**config.mk**
```make
export PLATFORM = sky130hd
export DESIGN_NAME = lru_writeback_record_cache
export DESIGN_NICKNAME = d
export VERILOG_FILES = /design/src/hdl/lwrc_pkg.sv /design/src/hdl/lru_writeback_record_cache.sv /design/src/hdl/lwrc_cell.sv
export VERILOG_INCLUDE_DIRS = /design/src /design/src/hdl
export SDC_FILE = /design/constraint.sdc
export NUM_CORES = 2
export LEC_CHECK = 0
export BUFFER_PORTS_ARGS = -buffer_cell sky130_fd_sc_hd__buf_2
export CAP_MARGIN = 20
export CORE_ASPECT_RATIO = 2
export CORE_MARGIN = 3
export CORE_UTILIZATION = 63
export CTS_CLUSTER_DIAMETER = 40
export CTS_CLUSTER_SIZE = 8
export DETAILED_ROUTE_END_ITERATION = 8
export GPL_ROUTABILITY_DRIVEN = 0
export HOLD_SLACK_MARGIN = 0.02
export PLACE_DENSITY = 0.79
export REMOVE_ABC_BUFFERS = 1
export SLEW_MARGIN = 40
export SYNTH_ARGS = -nofsm -noshare
export SYNTH_HDL_FRONTEND = slang
export SYNTH_SLANG_ARGS = --single-unit
```
**constraint.sdc**
```tcl
create_clock -name clock -period 3.5 [get_ports clock]
set_input_delay 0.175 -clock clock [delete_from_list [all_inputs] [get_ports clock]]
set_output_delay 0.175 -clock clock [all_outputs]
set_load 0.02 [all_outputs]
```
**src/hdl/assert_macros.svh**
```systemverilog
// Assertion helpers for the LRU write-back record cache.
// Used by files that check their own logic; no other dependencies.
`ifndef ASSERT_MACROS_SVH
`define ASSERT_MACROS_SVH

// Check a property on every clock edge outside reset.
`define LWRC_ASSERT(lbl, prop, msg) \
   lbl: assert property (@(posedge clock) disable iff (reset) (prop)) else $error(msg);

// Check a property on every clock edge, reset included.
`define LWRC_ASSERT_ALWAYS(lbl, prop, msg) \
   lbl: assert property (@(posedge clock) (prop)) else $error(msg);

`endif

```
**src/hdl/lwrc_pkg.sv**
```systemverilog
// Shared sizes, codes, token types and helpers of the LRU write-back record cache.
// No dependencies; used by lwrc_cell and lru_writeback_record_cache.
`default_nettype none

package lwrc_pkg;

   // Geometry
   localparam int ENTRIES = 10;
   localparam int IDX_W   = (ENTRIES > 1) ? $clog2(ENTRIES) : 1;
   localparam int CNT_W   = $clog2(ENTRIES + 1);
   localparam int KEY_W   = 8;
   localparam int STAMP_W = 32;
   localparam int SLOT_W  = 4;
   localparam int FCNT_W  = 4;
   localparam int KIND_W  = 2;

   typedef logic [IDX_W-1:0]   idx_type;
   typedef logic [CNT_W-1:0]   cnt_type;
   typedef logic [KEY_W-1:0]   key_type;
   typedef logic [STAMP_W-1:0] stamp_type;

   // Request opcodes
   localparam logic OP_ACCESS = 1'b0;
   localparam logic OP_FLUSH  = 1'b1;

   // Result kinds
   typedef enum logic [KIND_W-1:0] {
      KIND_ACCESS    = 2'd0,
      KIND_WRITEBACK = 2'd1,
      KIND_DONE      = 2'd2
   } kind_type;

   // Token that walks the cell chain, one cell per cycle unless the result side stalls
   typedef struct packed {
      logic      valid;
      logic      flush;
      key_type   subject;
      key_type   message;
      stamp_type stamp;
      logic      hit;
      idx_type   hit_idx;
      logic      min_any;
      stamp_type min_stamp;
      idx_type   min_idx;
      logic      min_dirty;
      key_type   min_subject;
      key_type   min_message;
      cnt_type   count;
   } probe_type;

   // Write-back beat raised by a dirty cell while a flush token passes
   typedef struct packed {
      logic    valid;
      idx_type idx;
      key_type subject;
      key_type message;
   } emit_type;

   // Update broadcast to the cells when an access finishes
   typedef struct packed {
      logic      valid;
      idx_type   idx;
      logic      write_key;
      key_type   subject;
      key_type   message;
      stamp_type stamp;
   } commit_type;

   // Fit a slot index into the result field
   function automatic logic [SLOT_W-1:0] to_slot(input idx_type idx);
      logic [IDX_W+SLOT_W-1:0] wide;
      wide = {{SLOT_W{1'b0}}, idx};
      return wide[SLOT_W-1:0];
   endfunction

   // Fit a flush count into the result field
   function automatic logic [FCNT_W-1:0] to_fcnt(input cnt_type cnt);
      logic [CNT_W+FCNT_W-1:0] wide;
      wide = {{FCNT_W{1'b0}}, cnt};
      return wide[FCNT_W-1:0];
   endfunction

endpackage

`default_nettype wire

```
**src/hdl/lru_writeback_record_cache.sv**
```systemverilog
// Top level of the LRU write-back record cache: chain of slot cells, tail stage,
// access counter and result register. Depends on lwrc_pkg, lwrc_cell, assert_macros.svh.
`default_nettype none

// Fully associative cache of ENTRIES record keys with least-recently-used
// replacement and dirty marks. Each request launches a token into a chain of
// slot cells; the token moves one cell per cycle while the result side does
// not stall, and one more item can be accepted in the cycle after its final
// result beat is loaded. A stalled result beat holds the token in place. An
// access gives one beat with the slot used and, on a miss that evicts a dirty
// key, that key for write-back. A flush gives one write-back beat per dirty
// slot, in slot order, as the token passes it, then a done beat with the
// count. The last result beat of every request has last set.

module lru_writeback_record_cache (
   input  wire logic                       clock,
   input  wire logic                       reset,
   input  wire logic                       req_valid,
   output logic                            req_ready,
   input  wire logic                       req_op,
   input  wire logic [lwrc_pkg::KEY_W-1:0] req_subject,
   input  wire logic [lwrc_pkg::KEY_W-1:0] req_message,
   output logic                            rsp_valid,
   input  wire logic                       rsp_ready,
   output logic [lwrc_pkg::KIND_W-1:0]     rsp_kind,
   output logic                            rsp_hit,
   output logic [lwrc_pkg::SLOT_W-1:0]     rsp_slot,
   output logic                            rsp_writeback_valid,
   output logic [lwrc_pkg::KEY_W-1:0]      rsp_writeback_subject,
   output logic [lwrc_pkg::KEY_W-1:0]      rsp_writeback_message,
   output logic [lwrc_pkg::FCNT_W-1:0]     rsp_flushed_count,
   output logic                            rsp_last
);

`include "assert_macros.svh"

   localparam int N = lwrc_pkg::ENTRIES;

   logic                 busy_ff, busy_in;
   lwrc_pkg::stamp_type  count_ff, count_in;
   lwrc_pkg::probe_type  tail_ff, tail_in;
   lwrc_pkg::probe_type  launch;
   lwrc_pkg::probe_type  probe_out [N];
   lwrc_pkg::emit_type   emit_out [N];
   lwrc_pkg::emit_type   emit_any;
   lwrc_pkg::commit_type commit;
   logic [N-1:0]         probe_vld;
   logic                 req_accept;
   logic                 advance;
   logic                 finish;

   // Result register
   logic                          rsp_valid_ff, rsp_valid_in;
   lwrc_pkg::kind_type            kind_ff, kind_in;
   logic                          hit_ff, hit_in;
   logic [lwrc_pkg::SLOT_W-1:0]   slot_ff, slot_in;
   logic                          wbv_ff, wbv_in;
   lwrc_pkg::key_type             wbs_ff, wbs_in;
   lwrc_pkg::key_type             wbm_ff, wbm_in;
   logic [lwrc_pkg::FCNT_W-1:0]   fcnt_ff, fcnt_in;
   logic                          last_ff, last_in;
   logic                          load_beat;

   assign req_ready  = !busy_ff;
   assign req_accept = req_valid && !busy_ff;
   assign advance    = !rsp_valid_ff || rsp_ready;
   assign finish     = advance && tail_ff.valid;

   // Build the token for a new request
   always_comb begin
      launch         = '0;
      launch.valid   = req_accept;
      launch.flush   = (req_op == lwrc_pkg::OP_FLUSH);
      launch.subject = req_subject;
      launch.message = req_message;
      launch.stamp   = count_ff + lwrc_pkg::STAMP_W'(1);
   end

   // Chain of slot cells
   for (genvar k = 0; k < N; k++) begin : g_cell
      lwrc_pkg::probe_type prev;
      logic                shift;
      if (k == 0) begin : g_head
         assign prev  = launch;
         assign shift = advance || req_accept;
      end else begin : g_body
         assign prev  = probe_out[k-1];
         assign shift = advance;
      end
      lwrc_cell u_cell (
         .clock     (clock),
         .reset     (reset),
         .cell_idx  (lwrc_pkg::IDX_W'(k)),
         .shift     (shift),
         .probe_in  (prev),
         .commit    (commit),
         .probe_out (probe_out[k]),
         .emit_out  (emit_out[k])
      );
      assign probe_vld[k] = probe_out[k].valid;
   end

   // Merge write-back requests; at most one cell holds the token
   always_comb begin
      emit_any = '0;
      for (int k = 0; k < N; k++) begin
         emit_any = emit_any | emit_out[k];
      end
   end

   // Update the chosen slot when an access leaves the tail
   always_comb begin
      commit           = '0;
      commit.valid     = finish && !tail_ff.flush;
      commit.idx       = tail_ff.hit ? tail_ff.hit_idx : tail_ff.min_idx;
      commit.write_key = !tail_ff.hit;
      commit.subject   = tail_ff.subject;
      commit.message   = tail_ff.message;
      commit.stamp     = tail_ff.stamp;
   end

   // Advance tail, busy flag and access counter
   always_comb begin
      tail_in  = advance ? probe_out[N-1] : tail_ff;
      busy_in  = busy_ff;
      count_in = count_ff;
      if (req_accept) begin
         busy_in = 1'b1;
         if (req_op == lwrc_pkg::OP_ACCESS) begin
            count_in = count_ff + lwrc_pkg::STAMP_W'(1);
         end
      end else if (finish) begin
         busy_in = 1'b0;
      end
   end

   // Assemble the next result beat
   always_comb begin
      load_beat    = advance && (emit_any.valid || tail_ff.valid);
      rsp_valid_in = load_beat || (rsp_valid_ff && !rsp_ready);
      kind_in      = kind_ff;
      hit_in       = hit_ff;
      slot_in      = slot_ff;
      wbv_in       = wbv_ff;
      wbs_in       = wbs_ff;
      wbm_in       = wbm_ff;
      fcnt_in      = fcnt_ff;
      last_in      = last_ff;
      if (load_beat) begin
         kind_in = lwrc_pkg::KIND_WRITEBACK;
         hit_in  = 1'b0;
         slot_in = lwrc_pkg::to_slot(emit_any.idx);
         wbv_in  = 1'b1;
         wbs_in  = emit_any.subject;
         wbm_in  = emit_any.message;
         fcnt_in = '0;
         last_in = 1'b0;
         if (tail_ff.valid) begin
            last_in = 1'b1;
            if (tail_ff.flush) begin
               kind_in = lwrc_pkg::KIND_DONE;
               slot_in = '0;
               wbv_in  = 1'b0;
               wbs_in  = '0;
               wbm_in  = '0;
               fcnt_in = lwrc_pkg::to_fcnt(tail_ff.count);
            end else begin
               kind_in = lwrc_pkg::KIND_ACCESS;
               hit_in  = tail_ff.hit;
               slot_in = lwrc_pkg::to_slot(commit.idx);
               wbv_in  = !tail_ff.hit && tail_ff.min_dirty;
               wbs_in  = wbv_in ? tail_ff.min_subject : '0;
               wbm_in  = wbv_in ? tail_ff.min_message : '0;
            end
         end
      end
   end

   // Hold control state
   always_ff @(posedge clock) begin
      if (reset) begin
         busy_ff      <= 1'b0;
         count_ff     <= '0;
         tail_ff      <= '0;
         rsp_valid_ff <= 1'b0;
      end else begin
         busy_ff      <= busy_in;
         count_ff     <= count_in;
         tail_ff      <= tail_in;
         rsp_valid_ff <= rsp_valid_in;
      end
   end

   // Hold result payload
   always_ff @(posedge clock) begin
      kind_ff <= kind_in;
      hit_ff  <= hit_in;
      slot_ff <= slot_in;
      wbv_ff  <= wbv_in;
      wbs_ff  <= wbs_in;
      wbm_ff  <= wbm_in;
      fcnt_ff <= fcnt_in;
      last_ff <= last_in;
   end

   assign rsp_valid             = rsp_valid_ff;
   assign rsp_kind              = kind_ff;
   assign rsp_hit               = hit_ff;
   assign rsp_slot              = slot_ff;
   assign rsp_writeback_valid   = wbv_ff;
   assign rsp_writeback_subject = wbs_ff;
   assign rsp_writeback_message = wbm_ff;
   assign rsp_flushed_count     = fcnt_ff;
   assign rsp_last              = last_ff;

   // Checks
   `LWRC_ASSERT_ALWAYS(a_one_token, $countones({tail_ff.valid, probe_vld}) <= 1, "tokens collide")
   `LWRC_ASSERT(a_idle_empty, !busy_ff |-> (probe_vld == '0) && !tail_ff.valid, "stray token")
   `LWRC_ASSERT(a_no_beat_clash, !(emit_any.valid && tail_ff.valid), "beats collide")
   `LWRC_ASSERT(a_finish_frees, finish |=> !busy_ff, "block stays busy after final beat")

endmodule

`default_nettype wire

```
**src/hdl/lwrc_cell.sv**
```systemverilog
// One cache slot: key, use stamp and dirty mark, plus the token stage that
// holds the probe passing through. Depends on lwrc_pkg.
`default_nettype none

module lwrc_cell (
   input  wire logic                clock,
   input  wire logic                reset,
   input  wire lwrc_pkg::idx_type   cell_idx,
   input  wire logic                shift,
   input  wire lwrc_pkg::probe_type probe_in,
   input  wire lwrc_pkg::commit_type commit,
   output lwrc_pkg::probe_type      probe_out,
   output lwrc_pkg::emit_type       emit_out
);

   lwrc_pkg::probe_type probe_ff, probe_in_next;
   lwrc_pkg::key_type   subject_ff, subject_in;
   lwrc_pkg::key_type   message_ff, message_in;
   lwrc_pkg::stamp_type stamp_ff, stamp_in;
   logic                dirty_ff, dirty_in;
   logic                match;
   logic                older;
   logic                mine;

   // Compare this slot against the token
   assign match = (stamp_ff != '0) && (subject_ff == probe_ff.subject)
                  && (message_ff == probe_ff.message);
   assign older = !probe_ff.min_any || (stamp_ff < probe_ff.min_stamp);
   assign mine  = commit.valid && (commit.idx == cell_idx);

   // Fold this slot into the token, raise a write-back on flush
   always_comb begin
      probe_out = probe_ff;
      emit_out  = '0;
      if (probe_ff.valid) begin
         if (probe_ff.flush) begin
            if (dirty_ff) begin
               emit_out.valid   = 1'b1;
               emit_out.idx     = cell_idx;
               emit_out.subject = subject_ff;
               emit_out.message = message_ff;
               probe_out.count  = probe_ff.count + lwrc_pkg::CNT_W'(1);
            end
         end else begin
            if (!probe_ff.hit && match) begin
               probe_out.hit     = 1'b1;
               probe_out.hit_idx = cell_idx;
            end
            if (older) begin
               probe_out.min_any     = 1'b1;
               probe_out.min_stamp   = stamp_ff;
               probe_out.min_idx     = cell_idx;
               probe_out.min_dirty   = dirty_ff;
               probe_out.min_subject = subject_ff;
               probe_out.min_message = message_ff;
            end
         end
      end
   end

   // Next slot contents: commit from the tail, clear mark as flush passes
   always_comb begin
      probe_in_next = shift ? probe_in : probe_ff;
      subject_in    = subject_ff;
      message_in    = message_ff;
      stamp_in      = stamp_ff;
      dirty_in      = dirty_ff;
      if (mine) begin
         stamp_in = commit.stamp;
         dirty_in = 1'b1;
         if (commit.write_key) begin
            subject_in = commit.subject;
            message_in = commit.message;
         end
      end else if (shift && emit_out.valid) begin
         dirty_in = 1'b0;
      end
   end

   // Hold slot control state
   always_ff @(posedge clock) begin
      if (reset) begin
         probe_ff <= '0;
         stamp_ff <= '0;
         dirty_ff <= 1'b0;
      end else begin
         probe_ff <= probe_in_next;
         stamp_ff <= stamp_in;
         dirty_ff <= dirty_in;
      end
   end

   // Hold key payload
   always_ff @(posedge clock) begin
      subject_ff <= subject_in;
      message_ff <= message_in;
   end

endmodule

`default_nettype wire
```
After elaboration in Yosys (flattened, before gate mapping)
Cells that the tools add are included.
Storage, ports and cells
  flip-flop bits (word level): 1700
  bits in writable memories: 0
  memories kept: 0
  latch bits: 0
  bits of input ports: 21
  ROM bits: 0
  logic and storage cells: 503
  output and inout bits: 31
Operators by class
  divide/modulo/power cells: 0
  $add $sub $neg: 10
  reductions and logical operators: 126
  order comparisons: 9
  bitwise logic cells: 12
  mux-type cells: 123
  equal/unequal tests: 29
  shift operators: 0
  $mul: 0
Operator list (count)
  21-bit 2-to-1 mux: 30
  63-bit 2-to-1 mux: 10
  59-bit 2-to-1 mux: 10
  54-bit 2-to-1 mux: 9
  32-bit nonzero test: 10
  32-bit < comparator: 9
  21-bit OR: 9
  8-bit == test: 20
  4-bit 2-to-1 mux: 21
  1-bit logical AND: 55
  5-bit 2-to-1 mux: 10
  8-bit 2-to-1 mux: 6
  4-bit by 1-bit adder with 4-bit output, second input constant: 9
  32-bit by 1-bit adder with 32-bit output, second input constant: 1
  1-bit 2-to-1 mux: 26
  2-bit AND reduction: 12
  1-bit logical NOT: 23
  2-bit nonzero test: 11
  4-bit by 3-bit == test with 1-bit output, second input constant: 4
  1-bit logical OR: 13
  4-bit by 2-bit == test with 1-bit output, second input constant: 2
  4-bit == test, second input constant: 2
  4-bit by 1-bit == test with 1-bit output, second input constant: 1
  4-bit logical NOT: 1
  3 further kinds: 5

Longest topological paths before layout
  depth after elaboration: 15
  mapped depth: 12
  depth with buffers taken out: 9

By module
Synthesis repeated with hierarchy kept, for this count alone.
Second synthesis, totals
  cell total of the unflattened synthesis: 8633
  area total of the unflattened synthesis: 87363.8 µm²
Modules (own cells, without submodules)
  lwrc_cell (g_cell[0].u_cell ...): times used 6, cells an instance 784, seq. area each 3403.3 µm², area an instance 8180.3 µm²
  lwrc_cell (g_cell[6].u_cell ...): times used 4, cells an instance 789, seq. area each 3403.3 µm², area an instance 7948.9 µm²
  lru_writeback_record_cache: times used 1, cells an instance 773, seq. area each 3153.0 µm², area an instance 6486.2 µm²

Worst setup path before layout
Ideal clock, no wire load.
  path kind: reg2reg
  start: register rsp_valid_ff, in the netlist rsp_valid
  end: register fcnt_ff, in the netlist rsp_flushed_count[0], enable pin
  path buffers: 4
  cell stages (with the launch flop): 7
  required time: 3.085 ns
  path slack: 0.537 ns
  clock period less this slack: 2.963 ns
  arrival: 2.548 ns
  setup time: 0.415 ns
  cells stage by stage: dfxtp_1 -> nor2b_1 -> clkbuf_1 -> clkbuf_1 -> clkbuf_1 -> clkbuf_1 -> nor2_1
On the way
  longest elaborated chain between the ends: 3
Ends and longest elaborated chain
  start: declaration: line lru_writeback_record_cache.sv:53  | logic rsp_valid_ff, rsp_valid_in;
  start signal: assignment: line lru_writeback_record_cache.sv:190  | rsp_valid_ff <= rsp_valid_in;
  1-bit logical NOT: line lru_writeback_record_cache.sv:66  | assign advance = !rsp_valid_ff || rsp_ready;
  1-bit logical OR: line lru_writeback_record_cache.sv:66
  1-bit logical AND: line lru_writeback_record_cache.sv:139  | load_beat = advance && (emit_any.valid || tail_ff.valid);
  via load_beat: line lru_writeback_record_cache.sv:62  | logic load_beat;
  end signal: assignment: line lru_writeback_record_cache.sv:202  | fcnt_ff <= fcnt_in;
  end: declaration: line lru_writeback_record_cache.sv:60  | logic [lwrc_pkg::FCNT_W-1:0] fcnt_ff, fcnt_in;
The timed path passes the listed nets, and every way through them passes these cells.
A chain may end at the register's enable or synchronous reset.

Worst setup path after layout
  start: register g_cell[9].u_cell.subject_ff[0]
  end: register tail_ff[59] (netlist name)
On the way
  longest elaborated chain between the ends: 7
Ends and longest elaborated chain
  start: declaration: line lwrc_cell.sv:17  | lwrc_pkg::key_type subject_ff, subject_in;
  start signal: assignment: line lwrc_cell.sv:95  | subject_ff <= subject_in;
  8-bit == test: line lwrc_cell.sv:26  | assign match = (stamp_ff != '0) && (subject_ff == probe_ff.subject)
  1-bit logical AND: line lwrc_cell.sv:26
  1-bit logical AND: line lwrc_cell.sv:27  | && (message_ff == probe_ff.message);
  1-bit logical AND: line lwrc_cell.sv:45  | if (!probe_ff.hit && match) begin
  5-bit 2-to-1 mux: line lwrc_cell.sv:45
  59-bit 2-to-1 mux: line lwrc_cell.sv:36  | if (probe_ff.flush) begin
  63-bit 2-to-1 mux: line lwrc_cell.sv:35  | if (probe_ff.valid) begin
  end signal: assignment: line lru_writeback_record_cache.sv:189  | tail_ff <= tail_in;
  end: declaration: line lru_writeback_record_cache.sv:41  | lwrc_pkg::probe_type tail_ff, tail_in;
Every way passes these cells.

==> impl_metrics.toml <==
[setup_path]
critPathCaptureType = "flop"
crit_path_cell_trace = "xor2_1 > nor4_1 > buf_4 > o211ai_1 > nor4_1 > a21oi_1 > a22oi_1 > nor2_1"
r2r_cells = 8
path_max_fanout = 4
worst-path-buf-inv = 1
cpPeakStageDelay_ns = 0.64
timing.rr.start = "g_cell[9].u_cell.subject_ff[0]"
r2r_setup_slack_ns = 0.30
cpMaxStageDelayCell = "nor4_1"
worstPathArrival_ns = 3.90
r2r_end = "tail_ff[59]"
startpoint_type = "flop"
crit_required_ns = 4.20
cp_top_family = "simple AND/OR/NAND/NOR gates"
criticalPathCategory = "flop to flop"
crit_top_cell = "nor4_1"

[grt]
grt_pass1_vias = 62830
antenna_found_initial = 3
grt_pass1_wl_mm = 349.6
grt_max_degree = 177
grt-ovfl-total = 0
grt_use_total = 0.3733

[timing]
tns_ns = 0
fin_skew_ns = 0.04101
maxSlewViolCount = 0
fin_crit_sh = 0.9146
relSlewSlack = 0.3584
finalSetupViolCount = 0
rsz0062_at_grt = "false"
final_hold_viol_count = 0
fmax_mhz = 312.4
worstMarginPinSlew_ns = 0.9555
period_needed_ns = 3.201

[pwr]
power_density_mw_per_mm2 = 494.0
vdd_drop_max_v = 0.0005535
leakagePower_nw = 29.09
power.total_mw = 40.02

[final_layout]
fin_area_mm2 = 0.08101
layout.nets = 8669
area_growth_syn_to_layout_pct = 11.20
drive_gt1_frac = 0.06626

[worst_hold_path]
min_to = "g_cell[0].u_cell.probe_out[109]"
min_from = "req_subject[6]"
whs_path_depth = 4
hp-class = "input pin to flop"

[clocking]
cts_made_buffers = 226
cts_root_buf = "clkbuf_16"
htree_levels = 4
cts_tree = "done"
post_cts_buffers = 0
clk_pin_slew_ns = 0.05
postCtsResizedCells = 0
cts_hold_buf = 20
cts_num_sinks = 1664
clk_path_buf_depth = 3
clock_latency_ns = 0.85

[placed_design]
port-buffer-count = 51
dpl.hpwl_mm = 151.8
dpl_cell_area_mm2 = 0.07455

[synthesis]
yosys.area.top_type = "dfxtp_1"
ys_seq_area_frac = 0.4832
netlist_area_mm2 = 0.07285
synth.most_common_cell = "nand2_1"
synth_fa_ha_area_frac = 0.04964
synthArstFlopShare = 0
synth.distinct_cells = 70
synth_seq_cells = 1664
synthMuxAreaShare = 0.01166
synth_compound_area_frac = 0.1877
synth_top_area_frac = 0.4053
synth_top_family_by_area = "compound AO/OA/AOI/OAI gates"
synth_xor_area_frac = 0.02753
netlist_instances = 8549
synth_edf_count = 189
ys_warn_count = 0
synth_common_cells = "nand2_1, dfxtp_1, a21oi_1, nor2_1, clkbuf_1"
avgSynthCellArea_um2 = 8.522
yosys.area_share.simple = 0.1872
synth_ff_type = "dfxtp_1"
synth_area_leaders = "dfxtp_1, nand2_1, edfxtp_1"

[drt]
num_vias = 63500
drt-wirelength-per-cell_um = 22.92
routed_wl_mm = 227.9
drtIter0Drc = 6223
ant_nets = 0
firstDrtPassIters = 7
vias_per_cell = 6.386
drc = 0

[flow_run]
maxCapViolations = 0

[die]
dieArea_mm2 = 0.1200
num_rows = 175
die_w_um = 246.5
num_io_pins = 52
die_y_um = 486.9
initial_core_util = 0.6374
core_area_mm2 = 0.1143

[run_status]
outcome = "complete, no violations"
## cell type report
type / count / area [um2]
sequential: 1664 / 35230
multi-input combinational: 5900 / 34000
inverter: 312 / 1171
timing repair buffer: 255 / 2485
antenna: 2 / 5.005
fill: 8767 / 33290
clock inverter: 14 / 274.0
clock buffer: 292 / 5967
tap: 1504 / 1882
## layer usage
| metal | wire length, um | GRT usage | up-vias | share of wire |
|---|---|---|---|---|
| li1 | - | - | 29340 | - |
| met1 | 74970 | 0.3803 | 29850 | 0.33 |
| met2 | 109800 | 0.6271 | 3081 | 0.48 |
| met3 | 17400 | 0.07975 | 1220 | 0.076 |
| met4 | 25740 | 0.3544 | 2 | 0.11 |
| met5 | 13 | 0 | - | 0.000057 |
## through the flow
stage               cells  setup WS (ns)  utilization  hold slack (ns)
global route         9942         0.1699       0.7088           0.1458
floorplan            7876         -56.33            -           0.2441
global placement     9615         0.5221       0.6520           0.4206
CTS                  9941         0.4746       0.7086           0.1153
detailed placement   9615         0.5365       0.6523           0.4287
finish               9943         0.2988       0.7088           0.1378
## how the worst max path moves through the flow
stage / from / end / slack (ns) / cells past startpoint
6_report: g_cell[9].u_cell.subject_ff[0] / tail_ff[59] / 0.30 / 8
5_1_grt: g_cell[5].u_cell.probe_ff[42] / g_cell[6].u_cell.probe_ff[52] / 0.17 / 10
2_1_floorplan: rsp_ready / g_cell[1].u_cell.probe_ff[10] / -56.33 / 4
3_3_place_gp: g_cell[5].u_cell.probe_ff[44] / g_cell[6].u_cell.probe_ff[25] / 0.52 / 10
3_5_place_dp: g_cell[9].u_cell.subject_ff[0] / tail_ff[59] / 0.54 / 8
4_1_cts: g_cell[9].u_cell.subject_ff[0] / tail_ff[59] / 0.47 / 8
## logic make-up after synthesis
group / Yosys count
buf+inv: 985
compound gates: 2110
fa+ha+maj: 289
xor+xnor: 229
flops: 1664
mux: 84
simple gates: 3188
## flip-flops by register name (all words and copies together) (netlist names), 8 cells and up
register	count
g_cell.u_cell.probe_out	500
rsp_writeback_subject	8
g_cell.u_cell.dirty_ff	10
g_cell.u_cell.stamp_ff	320
count_ff	32
g_cell.u_cell.subject_ff	80
g_cell.u_cell.message_ff	80
g_cell.u_cell.probe_ff	531
commit	48
rsp_writeback_message	8
tail_ff	32
## worst register-to-register path, stage by stage (launching register included)
cell      delay, ns
edfxtp_1       0.50
xor2_1         0.28
nor4_1         0.64
buf_4          0.24
o211ai_1       0.18
nor4_1         0.64
a21oi_1        0.31
a22oi_1        0.23
nor2_1         0.06
## power breakdown
part,internal (mW),leakage [nW],total (mW),switching (mW)
Combinational,0.226,12.5,0.738,0.511
Sequential,19.3,13.6,19.4,0.0613
Clock,11.8,3.02,19.9,8.10
## cell usage in the layout (no fill, tap or decap), types with 63 or more instances in the layout
cell type / synthesis / final
dfxtp_1: 1475 / 1453
edfxtp_1: 189 / 189
mux2i_1: 81 / 80
xor2_1: 82 / 82
xnor2_1: 147 / 147
nor4_1: 201 / 200
nand2b_1: 111 / 110
ha_1: 289 / 289
nand4_1: 113 / 113
a221oi_1: 117 / 116
a21oi_1: 1073 / 1071
nand3_1: 200 / 200
nor2_1: 621 / 614
a22oi_1: 105 / 105
nand2_1: 1804 / 1803
a21o_1: 216 / 216
clkbuf_1: 564 / 63
a311oi_1: 163 / 163
inv_1: 311 / 311
buf_4: 19 / 133
clkbuf_16: 0 / 229
a211oi_1: 185 / 185
Power figures use the tool's default switching activity.
